### src/rtl/skt_pkg.sv
// Shared types, codes and defaults for the sorted key table.
package skt_pkg;

  // Default number of table entries.
  localparam int CAPACITY_DEF = 64;

  // Operation codes; the high bit of op selects a clear.
  localparam logic [1:0] OP_INSERT = 2'd0;
  localparam logic [1:0] OP_DELETE = 2'd1;
  localparam logic [1:0] OP_CLEAR  = 2'd2;
  localparam int         OP_CLEAR_BIT = 1;

  // Result status codes.
  typedef logic [2:0] status_t;
  localparam status_t ST_INSERTED  = 3'd0;
  localparam status_t ST_DUPLICATE = 3'd1;
  localparam status_t ST_DELETED   = 3'd2;
  localparam status_t ST_NOT_FOUND = 3'd3;
  localparam status_t ST_FULL      = 3'd4;
  localparam status_t ST_CLEARED   = 3'd5;

  // One request.
  typedef struct packed {
    logic [1:0]         op;
    logic signed [31:0] key;
    logic signed [31:0] weight;
  } in_t;

  // One result.
  typedef struct packed {
    status_t            status;
    logic [6:0]         entry_count;
    logic signed [31:0] removed_weight;
  } out_t;

  // Commands from the controller to the datapath.
  typedef struct packed {
    logic    load;
    logic    step;
    logic    wr_new;
    logic    wr_carry;
    logic    wr_shift;
    logic    carry_ld;
    logic    status_ld;
    status_t status;
    logic    save_removed;
    logic    finish;
  } ctl_cmd_t;

  // Status from the datapath to the controller.
  typedef struct packed {
    logic is_clear;
    logic is_insert;
    logic at_end;
    logic last;
    logic less;
    logic match;
    logic full;
    logic out_free;
  } ctl_sts_t;

endpackage

### src/rtl/skt_ctl.sv
// Controller state machine for the sorted key table.
module skt_ctl import skt_pkg::*; (
  input  logic     clk,
  input  logic     rst_n,
  input  logic     in_valid,
  output logic     in_ready,
  input  ctl_sts_t sts,
  output ctl_cmd_t cmd
);

  typedef enum logic [4:0] {
    S_IDLE = 5'b00001,
    S_SCAN = 5'b00010,
    S_INS  = 5'b00100,
    S_DEL  = 5'b01000,
    S_DONE = 5'b10000
  } state_t;

  state_t state_r, state_nxt;

  assign in_ready = (state_r == S_IDLE);

  // Next state and datapath commands.
  always_comb begin
    state_nxt = state_r;
    cmd       = '0;
    case (state_r)
      S_IDLE: begin
        if (in_valid) begin
          cmd.load  = 1'b1;
          state_nxt = S_SCAN;
        end
      end
      S_SCAN: begin
        if (sts.is_clear) begin
          cmd.status_ld = 1'b1;
          cmd.status    = ST_CLEARED;
          state_nxt     = S_DONE;
        end else if (!sts.at_end && sts.less) begin
          // Still below the request key: keep walking.
          cmd.step = 1'b1;
        end else if (sts.is_insert) begin
          cmd.status_ld = 1'b1;
          if (!sts.at_end && sts.match) begin
            cmd.status = ST_DUPLICATE;
            state_nxt  = S_DONE;
          end else if (sts.full) begin
            cmd.status = ST_FULL;
            state_nxt  = S_DONE;
          end else begin
            // Place the new entry and carry the displaced one upward.
            cmd.status   = ST_INSERTED;
            cmd.wr_new   = 1'b1;
            cmd.carry_ld = 1'b1;
            if (sts.at_end) begin
              state_nxt = S_DONE;
            end else begin
              cmd.step  = 1'b1;
              state_nxt = S_INS;
            end
          end
        end else begin
          cmd.status_ld = 1'b1;
          if (sts.at_end || !sts.match) begin
            cmd.status = ST_NOT_FOUND;
            state_nxt  = S_DONE;
          end else begin
            cmd.status       = ST_DELETED;
            cmd.save_removed = 1'b1;
            if (sts.last) begin
              state_nxt = S_DONE;
            end else begin
              cmd.step  = 1'b1;
              state_nxt = S_DEL;
            end
          end
        end
      end
      S_INS: begin
        cmd.wr_carry = 1'b1;
        cmd.carry_ld = 1'b1;
        if (sts.at_end) begin
          state_nxt = S_DONE;
        end else begin
          cmd.step = 1'b1;
        end
      end
      S_DEL: begin
        cmd.wr_shift = 1'b1;
        if (sts.last) begin
          state_nxt = S_DONE;
        end else begin
          cmd.step = 1'b1;
        end
      end
      S_DONE: begin
        if (sts.out_free) begin
          cmd.finish = 1'b1;
          state_nxt  = S_IDLE;
        end
      end
      default: begin
        state_nxt = S_IDLE;
      end
    endcase
  end

  // State register.
  always_ff @(posedge clk) begin
    if (!rst_n) begin
      state_r <= S_IDLE;
    end else begin
      state_r <= state_nxt;
    end
  end

  // At most one RAM write source is selected in any cycle.
  a_one_write: assert property (@(posedge clk) disable iff (!rst_n)
    $onehot0({cmd.wr_new, cmd.wr_carry, cmd.wr_shift}))
    else $error("more than one RAM write source selected");

  // A result is only committed when the output register can take it.
  a_finish_free: assert property (@(posedge clk) disable iff (!rst_n)
    cmd.finish |-> sts.out_free)
    else $error("result committed while output register is occupied");

  // After a request is taken the controller always goes to the walk.
  a_load_scan: assert property (@(posedge clk) disable iff (!rst_n)
    cmd.load |=> (state_r == S_SCAN))
    else $error("accepted request did not start a walk");

endmodule

### config.mk
export PLATFORM = sky130hd
export DESIGN_NAME = skt_ctl
export DESIGN_NICKNAME = d
export VERILOG_FILES = /design/src/rtl/skt_pkg.sv /design/src/rtl/skt_ctl.sv
export SDC_FILE = /design/constraint.sdc
export NUM_CORES = 1
export LEC_CHECK = 0
export BUFFER_PORTS_ARGS = -buffer_cell sky130_fd_sc_hd__buf_2
export CAP_MARGIN = 20
export CORE_AREA = 5 5 42 44
export CTS_CLUSTER_SIZE = 25
export DETAILED_ROUTE_END_ITERATION = 12
export DIE_AREA = 0 0 47 49
export GPL_ROUTABILITY_DRIVEN = 0
export HOLD_SLACK_MARGIN = 0.03
export PLACE_DENSITY = 0.61
export SLEW_MARGIN = 20
export SYNTH_ARGS = -nofsm -noshare
export SYNTH_HDL_FRONTEND = slang
export SYNTH_SLANG_ARGS = --single-unit
export TNS_END_PERCENT = 10
### constraint.sdc
create_clock -name clk -period 5.2 [get_ports clk]
set_input_delay 0.52 -clock clk [delete_from_list [all_inputs] [get_ports clk]]
set_output_delay 0.52 -clock clk [all_outputs]
set_load 0.02 [all_outputs]
==> results of run 1 <==
==> worst min-delay path by stage <==
stage / endpoint / slack [ns] / depth (start not counted)
finish: state_r[2]$_SDFFE_PN0P_ / 0.48 / 2
global route: state_r[2]$_SDFFE_PN0P_ / 0.48 / 2
CTS: state_r[2]$_SDFFE_PN0P_ / 0.47 / 2
detailed placement: state_r[0]$_SDFFE_PN1P_ / 0.61 / 2
global placement: state_r[0]$_SDFFE_PN1P_ / 0.61 / 2
floorplan: state_r[0]$_SDFFE_PN1P_ / 0.56 / 2
==> kinds of logic after synthesis <==
family | after synthesis | share of synthesized area
AO/OA/AOI/OAI | 17 | 0.263
XOR/XNOR | 2 | 0.0376
buffers and inverters | 5 | 0.0564
flip-flops | 5 | 0.215
AND/OR/NAND/NOR | 34 | 0.427
==> per-stage QoR <==
stage          utilization  hold slack (ns)  total power, uW  cells
3_5_place_dp         0.421            0.607             78.0    101
4_1_cts              0.439            0.470              128    105
2_1_floorplan            -            0.557             65.2     63
6_report             0.439            0.482              126    105
5_1_grt              0.439            0.482              134    105
3_3_place_gp         0.421            0.615             78.5    101
==> power by group <==
group | internal (uW) | switching [uW] | total, uW
clock | 29.2 | 19.1 | 48.3
combinational | 14.6 | 19.9 | 34.5
sequential | 40.3 | 2.45 | 42.8
total | 84.1 | 41.4 | 126
==> final cells by class <==
type                    instances  share of cell area
inverters                       4              0.0244
multi-input cells              53               0.551
well taps                      16              0.0325
repair buffers                 23               0.187
clock buffers                   4              0.0427
flip-flops and latches          5               0.163
==> layer usage <==
metal  vias to the layer above  global-route usage
li1                        281                   -
met1                       236               0.154
met2                        12               0.145
met3                         5              0.0554
met4                         0              0.0691
met5                         -                   0
==> layout by cell type, fill, tap and decap left out <==
master,Yosys,routed
nor3_2,1,1
nand3_1,1,1
clkbuf_4,0,3
and2_4,1,1
o221ai_2,1,1
and2b_2,1,1
o211a_1,1,1
clkbuf_1,0,1
a31oi_1,1,1
or4_4,1,1
nor3b_1,3,3
o21bai_1,1,1
o21a_1,3,3
nand2_1,4,4
xnor2_1,1,1
or2_2,1,1
nor2_1,10,10
buf_2,0,23
nor4b_1,1,1
inv_1,4,4
a21oi_1,5,5
xor2_1,1,1
and3_1,1,1
a22o_1,1,1
nand3b_1,1,1
o21ai_0,2,2
and3b_2,1,1
a2111oi_0,1,1
dfxtp_1,5,5
and2_1,2,2
nor2b_1,3,3
o41ai_1,1,1
nor3_1,2,2
==> critical path, cell delays in order (launching register included) <==
cell and delay [ns]:
dfxtp_1 0.35, nor3_2 0.21, nand2_1 0.19, nor4b_1 0.36, and2_1 0.19, or2_2 0.10
buf_2 0.15
==> results.json, run 1 <==
{
  "dieArea_mm2": 0.00230,
  "cp.arrival_ns": 1.79,
  "crit_path_end": "cmd[6]",
  "top_layer_used": "met4",
  "grt_pass1_vias": 460,
  "synth_area_leader_cell": "dfxtp_1",
  "ys_warn_count": 0,
  "drt_iter0_markers": 12,
  "synth_edf_count": 0,
  "synth_common_cells": "nor2_1, a21oi_1, dfxtp_1",
  "critPathMaxFanout": 8,
  "worstSetupPathType": "register to output port",
  "wl_per_cell_um": 11.1,
  "design_area_um2": 616,
  "start_util": 0.332,
  "top_register": "state_r",
  "portBuffers": 23,
  "grtUsageTotal": 0.115,
  "syn_area_um2": 465,
  "pin_count": 24,
  "viasPerCell": 5.09,
  "cts_hold_buf": 0,
  "antenna_left": 0,
  "status": "finished, final reports clean",
  "yosysMostFrequentCell": "nor2_1",
  "yosys.area.top_type_share": 0.215,
  "required_ns": 4.68,
  "finalSetupTns_ns": 0,
  "firstDrtPassIters": 4,
  "clock.fmax_ghz": 0.432,
  "gr-total-overflow": 0,
  "drv_slew": 0,
  "via_count": 534,
  "post_dp_cell_area_um2": 589,
  "multi_input_area_um2": 339,
  "cts_buffers": 3,
  "clock-skew-final_ns": 0.00221,
  "worst_slack_ns": 2.89,
  "worst_slew_pin_slew_ns": 0.348,
  "ys_seq_area_frac": 0.215,
  "cts.sinks": 5,
  "ctsRootBufferMaster": "clkbuf_4",
  "r2r_cells": 5,
  "synthCells": 63,
  "met3_length_um": 76,
  "die_y_um": 49,
  "async_flop_share": 0,
  "die_w_um": 47,
  "period_needed_ns": 2.31,
  "grt_pass1_wl_mm": 1.93,
  "ys_seq_elements": 5,
  "wl_mm": 1.16,
  "pwr_density_cell_mw_per_mm2": 204,
  "cts_setup_buffers": 0,
  "grt_max_degree": 9,
  "syn_nets": 74,
  "htreeDepth": 1,
  "clk_latency_ns": 0.25,
  "yosys-top-cells-area": "dfxtp_1, nor2_1, a21oi_1",
  "grt_setup_unrepaired": "false",
  "cellLeakagePower_uw": 0.000318,
  "r2r_end": "state_r[0]$_SDFFE_PN1P_",
  "crit-reg2reg-launch": "state_r[0]$_SDFFE_PN1P_",
  "cap_violations": 0,
  "drc_errors": 0,
  "hp-class": "input port to register",
  "cp-end-kind": "output port",
  "core_area_mm2": 0.00140,
  "wl_met1_um": 534,
  "place_ws_ns": 3.14,
  "nFillCells": 157,
  "antenna_cells": 0,
  "postSynthAreaPerCell_um2": 7.39,
  "hold_viol_final": 0,
  "cts_buffer_depth": 2,
  "startpoint_type": "register",
  "ys_types": 31,
  "setup_viol": 0,
  "ir_worst_vdd_mv": 0.0906,
  "min_from": "sts[5]",
  "antenna_found_initial": 0,
  "largest_reg_flops": 5,
  "hpwlAfterDp_um": 925,
  "fin_nets": 101,
  "rows": 14,
  "drive_above_1_share": 0.371,
  "area_growth_pct": 32.3,
  "cts_resized": 0,
  "startpoint": "state_r[3]$_SDFFE_PN0P_",
  "period_share": 0.445,
  "reg2reg_slack_ns": 3.47,
  "path_clk_slew_ns": 0.05,
  "cts_tree": "done",
  "wl_met2_um": 522,
  "slew_headroom": 0.762,
  "reg.largest.list": "state_r x5",
  "ff_latch_area_um2": 100,
  "synthFlopType": "dfxtp_1"
}
Note: power is estimated with default switching activity, not from simulation.
==> run 2, diff against run 1 <==
--- a/config.mk
+++ b/config.mk
@@ -13,7 +13,7 @@
 export DIE_AREA = 0 0 47 49
 export GPL_ROUTABILITY_DRIVEN = 0
 export HOLD_SLACK_MARGIN = 0.03
-export PLACE_DENSITY = 0.61
+export PLACE_DENSITY = 0.64
 export SLEW_MARGIN = 20
 export SYNTH_ARGS = -nofsm -noshare
 export SYNTH_HDL_FRONTEND = slang
==> constraint.sdc (replaced) <==
create_clock -name clk -period 1.9 [get_ports clk]
set_input_delay 0.19 -clock clk [delete_from_list [all_inputs] [get_ports clk]]
set_output_delay 0.19 -clock clk [all_outputs]
set_load 0.02 [all_outputs]
==> run 2 against run 1 <==
Clock power grew to 2.6 times the previous value; worst setup slack worse by 2.8 ns; first-iteration DRC count is 120% higher; die area stayed put; power grew to 2.8 times the previous value; flip-flop and latch count stayed put; non-clock buffer count is 1 higher; critical path depth is 1 lower; global-route usage is 1.5 points higher; count of clock-buffer cells in the layout is 1 lower.
==> results.json, run 2 (synthesis results as in run 1) <==
{
  "power.total_uw": 348,
  "clock.fmax_ghz": 0.560,
  "drc_errors": 0,
  "cts_hold_buf": 0,
  "timing.hold.ws_ns": 0.163,
  "period_share": 0.940,
  "period_needed_ns": 1.79,
  "startpoint": "state_r[1]$_SDFFE_PN0P_",
  "wl_mm": 1.33,
  "cp-end-kind": "output port",
  "viasPerCell": 5.27,
  "fin_nets": 102,
  "rows": 14,
  "via_count": 559,
  "crit_slowest_cell": "dfxtp_1",
  "htreeDepth": 1,
  "cts_tree": "done",
  "cp.buffers_inverters": 2,
  "critPathMaxFanout": 7,
  "cts_buffer_depth": 2,
  "grt_setup_unrepaired": "true",
  "worst_slew_pin_slew_ns": 0.309,
  "antenna_found_initial": 0,
  "reg.largest.list": "state_r x5",
  "reg2reg_slack_ns": 0.17,
  "area_growth_pct": 37.6,
  "grt_max_degree": 8,
  "core_area_mm2": 0.00140,
  "hpwlAfterDp_mm": 1.03,
  "dieArea_mm2": 0.00230,
  "grtUsageTotal": 0.131,
  "wl_per_cell_um": 12.5,
  "top_register": "state_r",
  "ctsRootBufferMaster": "clkbuf_4",
  "critPathTopFamily": "buffers and inverters",
  "gr-total-overflow": 0,
  "path_clk_slew_ns": 0.05,
  "pin_count": 24,
  "cellLeakagePower_uw": 0.000325,
  "setup_viol": 0,
  "min_from": "sts[5]",
  "critical_path.cell_chain": "nor2b_2 > nand2_1 > buf_4 > a2111oi_1 > buf_2",
  "crit-reg2reg-launch": "state_r[2]$_SDFFE_PN0P_",
  "hold_viol_final": 0,
  "cap_violations": 0,
  "largest_reg_flops": 5,
  "slew_headroom": 0.794,
  "grt_pass1_wl_mm": 2.25,
  "clk_latency_ns": 0.25,
  "startpoint_type": "register",
  "status": "finished, final reports clean",
  "firstDrtPassIters": 4,
  "drt_iter0_markers": 26,
  "clock-skew-final_ns": 0.00459,
  "drv_slew": 0,
  "required_ns": 1.71,
  "antenna_left": 0,
  "portBuffers": 23,
  "cp.arrival_ns": 1.60,
  "die_y_um": 49,
  "slowest_delay_ns": 0.39,
  "cts_buffers": 3,
  "layout_common_cells": "buf_2, nor2_1, a21oi_1",
  "ir_worst_vdd_mv": 0.394,
  "cts.sinks": 5,
  "hp-class": "input port to register",
  "pwr_density_cell_mw_per_mm2": 542,
  "worstSetupPathType": "register to output port",
  "final_common_cell": "buf_2",
  "antenna_cells": 0,
  "drive_above_1_share": 0.433,
  "grt_pass1_vias": 541,
  "die_w_um": 47,
  "start_util": 0.332
}
## run 2: layout make-up
class	count	area (um2)
Multi-Input combinational cell	53	354
Timing Repair Buffer	24	123
Fill cell	154	761
Clock inverter	1	5.00
Tap cell	16	20.0
Sequential cell	5	101
Inverter	4	15.0
Clock buffer	3	22.5
## run 2: worst register-to-register path, delay by kind of cell, from the launching register on
kind	cells	cell delay, ns
DFF	1	0.34
AOI/OAI and AO/OA	2	0.42
and+or+nand+nor	3	0.89
## run 2: per-layer routing
| layer | wire length [um] | share of wire | vias up | track usage |
|---|---|---|---|---|
| li1 | - | - | 278 | - |
| met1 | 542 | 0.41 | 257 | 0.175 |
| met2 | 676 | 0.51 | 20 | 0.179 |
| met3 | 89 | 0.067 | 4 | 0.0590 |
| met4 | 19 | 0.014 | 0 | 0.0507 |
| met5 | 0 | 0 | - | 0 |
## run 2: stage by stage
stage | utilization | instances | setup TNS (ns) | cell area (um2) | setup WS (ns)
detailed placement | 0.427 | 102 | 0 | 598 | 0.165
CTS | 0.446 | 106 | 0 | 626 | 0.0202
floorplan | - | 63 | 0 | 467 | 0.156
global route | 0.457 | 106 | -0.0259 | 641 | -0.0259
global placement | 0.427 | 102 | 0 | 598 | 0.221
finish | 0.457 | 106 | 0 | 641 | 0.114
## run 2: final timing paths
path / end / cells past startpoint
setup / recovery: cmd[3] / 5
hold / removal: state_r[2]$_SDFFE_PN0P_ / 2
setup reg to reg: state_r[0]$_SDFFE_PN1P_ / 5
hold reg to reg: state_r[0]$_SDFFE_PN1P_ / 2
## run 2: repair_timing
action	4_1_cts	5_1_grt
resized for setup	0	4
endpoints found under the setup margin	0	3
setup buffers	0	0
## run 2: where the power goes
| group | internal (uW) | switching [uW] | total, uW |
|---|---|---|---|
| clock | 76.6 | 50.8 | 127 |
| combinational | 43.3 | 58.3 | 102 |
| sequential | 111 | 7.57 | 119 |
| total | 231 | 117 | 348 |
==> run 3, diff against run 2 <==
--- a/config.mk
+++ b/config.mk
@@ -13,7 +13,7 @@
 export DIE_AREA = 0 0 47 49
 export GPL_ROUTABILITY_DRIVEN = 0
 export HOLD_SLACK_MARGIN = 0.03
-export PLACE_DENSITY = 0.64
+export PLACE_DENSITY = 0.61
 export SLEW_MARGIN = 20
 export SYNTH_ARGS = -nofsm -noshare
 export SYNTH_HDL_FRONTEND = slang
==> constraint.sdc (replaced) <==
create_clock -name clk -period 1.76 [get_ports clk]
set_input_delay 0.176 -clock clk [delete_from_list [all_inputs] [get_ports clk]]
set_output_delay 0.176 -clock clk [all_outputs]
set_load 0.02 [all_outputs]
==> run 3 against run 2 <==
Worst hold slack worse by 0.022 ns; non-clock buffer count is 1 higher; count of clock-buffer cells in the layout up 1; register-to-register slack got worse by 0.08 ns; first-iteration DRC count decreased by 69%; utilization grew 6.1 points; via count grew 1.6%; sequential share of layout area shrank 0.13 points; final cell count grew 0.94%; largest cell class unchanged.
==> results.json, run 3 (synthesis results as in run 1) <==
{
  "area_growth_pct": 55.9,
  "hp-class": "input port to register",
  "start_util": 0.332,
  "r2r_cells": 6,
  "crit_slowest_cell": "dfxtp_4",
  "setup_viol": 0,
  "drive_above_1_share": 0.527,
  "ir_worst_vdd_mv": 0.519,
  "post_dp_cell_area_um2": 598,
  "htreeDepth": 1,
  "min_from": "sts[5]",
  "die_w_um": 47,
  "path_clk_slew_ns": 0.04,
  "worst_slew_pin_slew_ns": 0.391,
  "period_needed_ns": 1.72,
  "crit-reg2reg-launch": "state_r[3]$_SDFFE_PN0P_",
  "grtUsageTotal": 0.120,
  "hold_depth": 2,
  "hpwlAfterDp_mm": 1.03,
  "cts_tree": "done",
  "pwr_density_cell_mw_per_mm2": 529,
  "portBuffers": 23,
  "top_register": "state_r",
  "firstDrtPassIters": 4,
  "ctsRootBufferMaster": "clkbuf_4",
  "nFillCells": 147,
  "cp.arrival_ns": 1.54,
  "required_ns": 1.58,
  "cts_buffers": 3,
  "antenna_found_initial": 0,
  "die_y_um": 49,
  "grt_pass1_vias": 519,
  "r2r_end": "state_r[4]$_SDFFE_PN0P_",
  "rows": 14,
  "holdPathEnd": "state_r[2]$_SDFFE_PN0P_",
  "gr-total-overflow": 0,
  "crit_top_cell": "buf_4",
  "viasPerCell": 5.31,
  "slew_headroom": 0.736,
  "period_share": 0.977,
  "critical_path.cell_chain": "nor3_4 > nand2_2 > buf_4 > a2111oi_4 > buf_4",
  "status": "finished, final reports clean",
  "largest_reg_flops": 5,
  "clk_latency_ns": 0.24,
  "clock.fmax_ghz": 0.581,
  "critPathTopFamily": "buffers and inverters",
  "cp.buffers_inverters": 2,
  "dieArea_mm2": 0.00230,
  "fin_nets": 103,
  "drv_slew": 0,
  "reg2reg_slack_ns": 0.09,
  "final_common_cell": "buf_2",
  "slowest_delay_ns": 0.36,
  "antenna_cells": 0,
  "layout_common_cells": "buf_2, nor2_1, buf_4",
  "antenna_left": 0,
  "clock-skew-final_ns": 0.00140,
  "cts_buffer_depth": 2,
  "core_area_mm2": 0.00140,
  "wl_mm": 1.35,
  "crit_cells": 5,
  "design_area_um2": 726,
  "pin_count": 24,
  "reg.largest.list": "state_r x5",
  "cap_violations": 0,
  "worstSetupPathType": "register to output port",
  "cp-end-kind": "output port",
  "cellLeakagePower_uw": 0.000337,
  "hold_viol_final": 0,
  "wl_per_cell_um": 12.6,
  "grt_setup_unrepaired": "true",
  "startpoint_type": "register",
  "via_count": 568,
  "grt_max_degree": 8,
  "drc_errors": 0,
  "timing.hold.ws_ns": 0.141,
  "grt_pass1_wl_mm": 2.08,
  "cts.sinks": 5,
  "drt_iter0_markers": 8,
  "critPathMaxFanout": 7
}
-- run 3: cell count changes in the layout (fill, tap and decap cells not counted), moves of 2 or more --
| cell | before | now |
|---|---|---|
| buf_2 | 23 | 20 |
| dfxtp_4 | 0 | 3 |
| dfxtp_1 | 4 | 0 |
| nor3_4 | 0 | 2 |
| buf_4 | 1 | 5 |
| a21oi_1 | 5 | 3 |
| a21oi_2 | 0 | 2 |
-- run 3: stage by stage --
step                      setup slack, ns  cells  utilization   TNS, ns  total power, uW
final                              0.0397    107        0.518         0              384
after global routing              -0.0509    107        0.518    -0.105              416
after CTS                        -0.00562    106        0.454  -0.00959              371
after detailed placement           0.0369    102        0.427         0              234
after global placement             0.0495    102        0.427         0              233
after floorplan                    0.0298     63            -         0              193
-- run 3: worst max-delay path by stage --
stage,start,end
floorplan,state_r[3]$_SDFFE_PN0P_,cmd[3]
global placement,state_r[0]$_SDFFE_PN1P_,state_r[4]$_SDFFE_PN0P_
detailed placement,state_r[0]$_SDFFE_PN1P_,state_r[4]$_SDFFE_PN0P_
CTS,state_r[1]$_SDFFE_PN0P_,cmd[10]
global route,state_r[3]$_SDFFE_PN0P_,cmd[3]
finish,state_r[3]$_SDFFE_PN0P_,cmd[3]
-- run 3: timing repair --
| item | in CTS | in global routing |
|---|---|---|
| buffers inserted | 0 | 1 |
| gates resized for setup | 2 | 22 |
| pin swaps | 1 | 6 |
| hold buffers | 0 | 0 |
| endpoints found under the setup margin | 3 | 8 |
-- run 3: metal layers --
metal / share of wire / routed length [um] / GRT usage
met1: 0.44 / 590 / 0.148
met5: 0 / 0 / 0
met3: 0.044 / 59 / 0.0443
met4: 0 / 0 / 0.0276
met2: 0.52 / 695 / 0.192
-- run 3: power breakdown --
part	internal (uW)	total (uW)	switching, uW
Combinational	55.1	126	70.6
Clock	85.5	129	43.9
Sequential	118	129	10.8
-- run 3: final cells by class --
type | count | area (um2) | share of cell area
Tap cell | 16 | 20.0 | 0.0276
Clock buffer | 4 | 26.3 | 0.0362
Sequential cell | 5 | 114 | 0.157
Inverter | 4 | 15.0 | 0.0207
Timing Repair Buffer | 25 | 138 | 0.190
Multi-Input combinational cell | 53 | 413 | 0.569
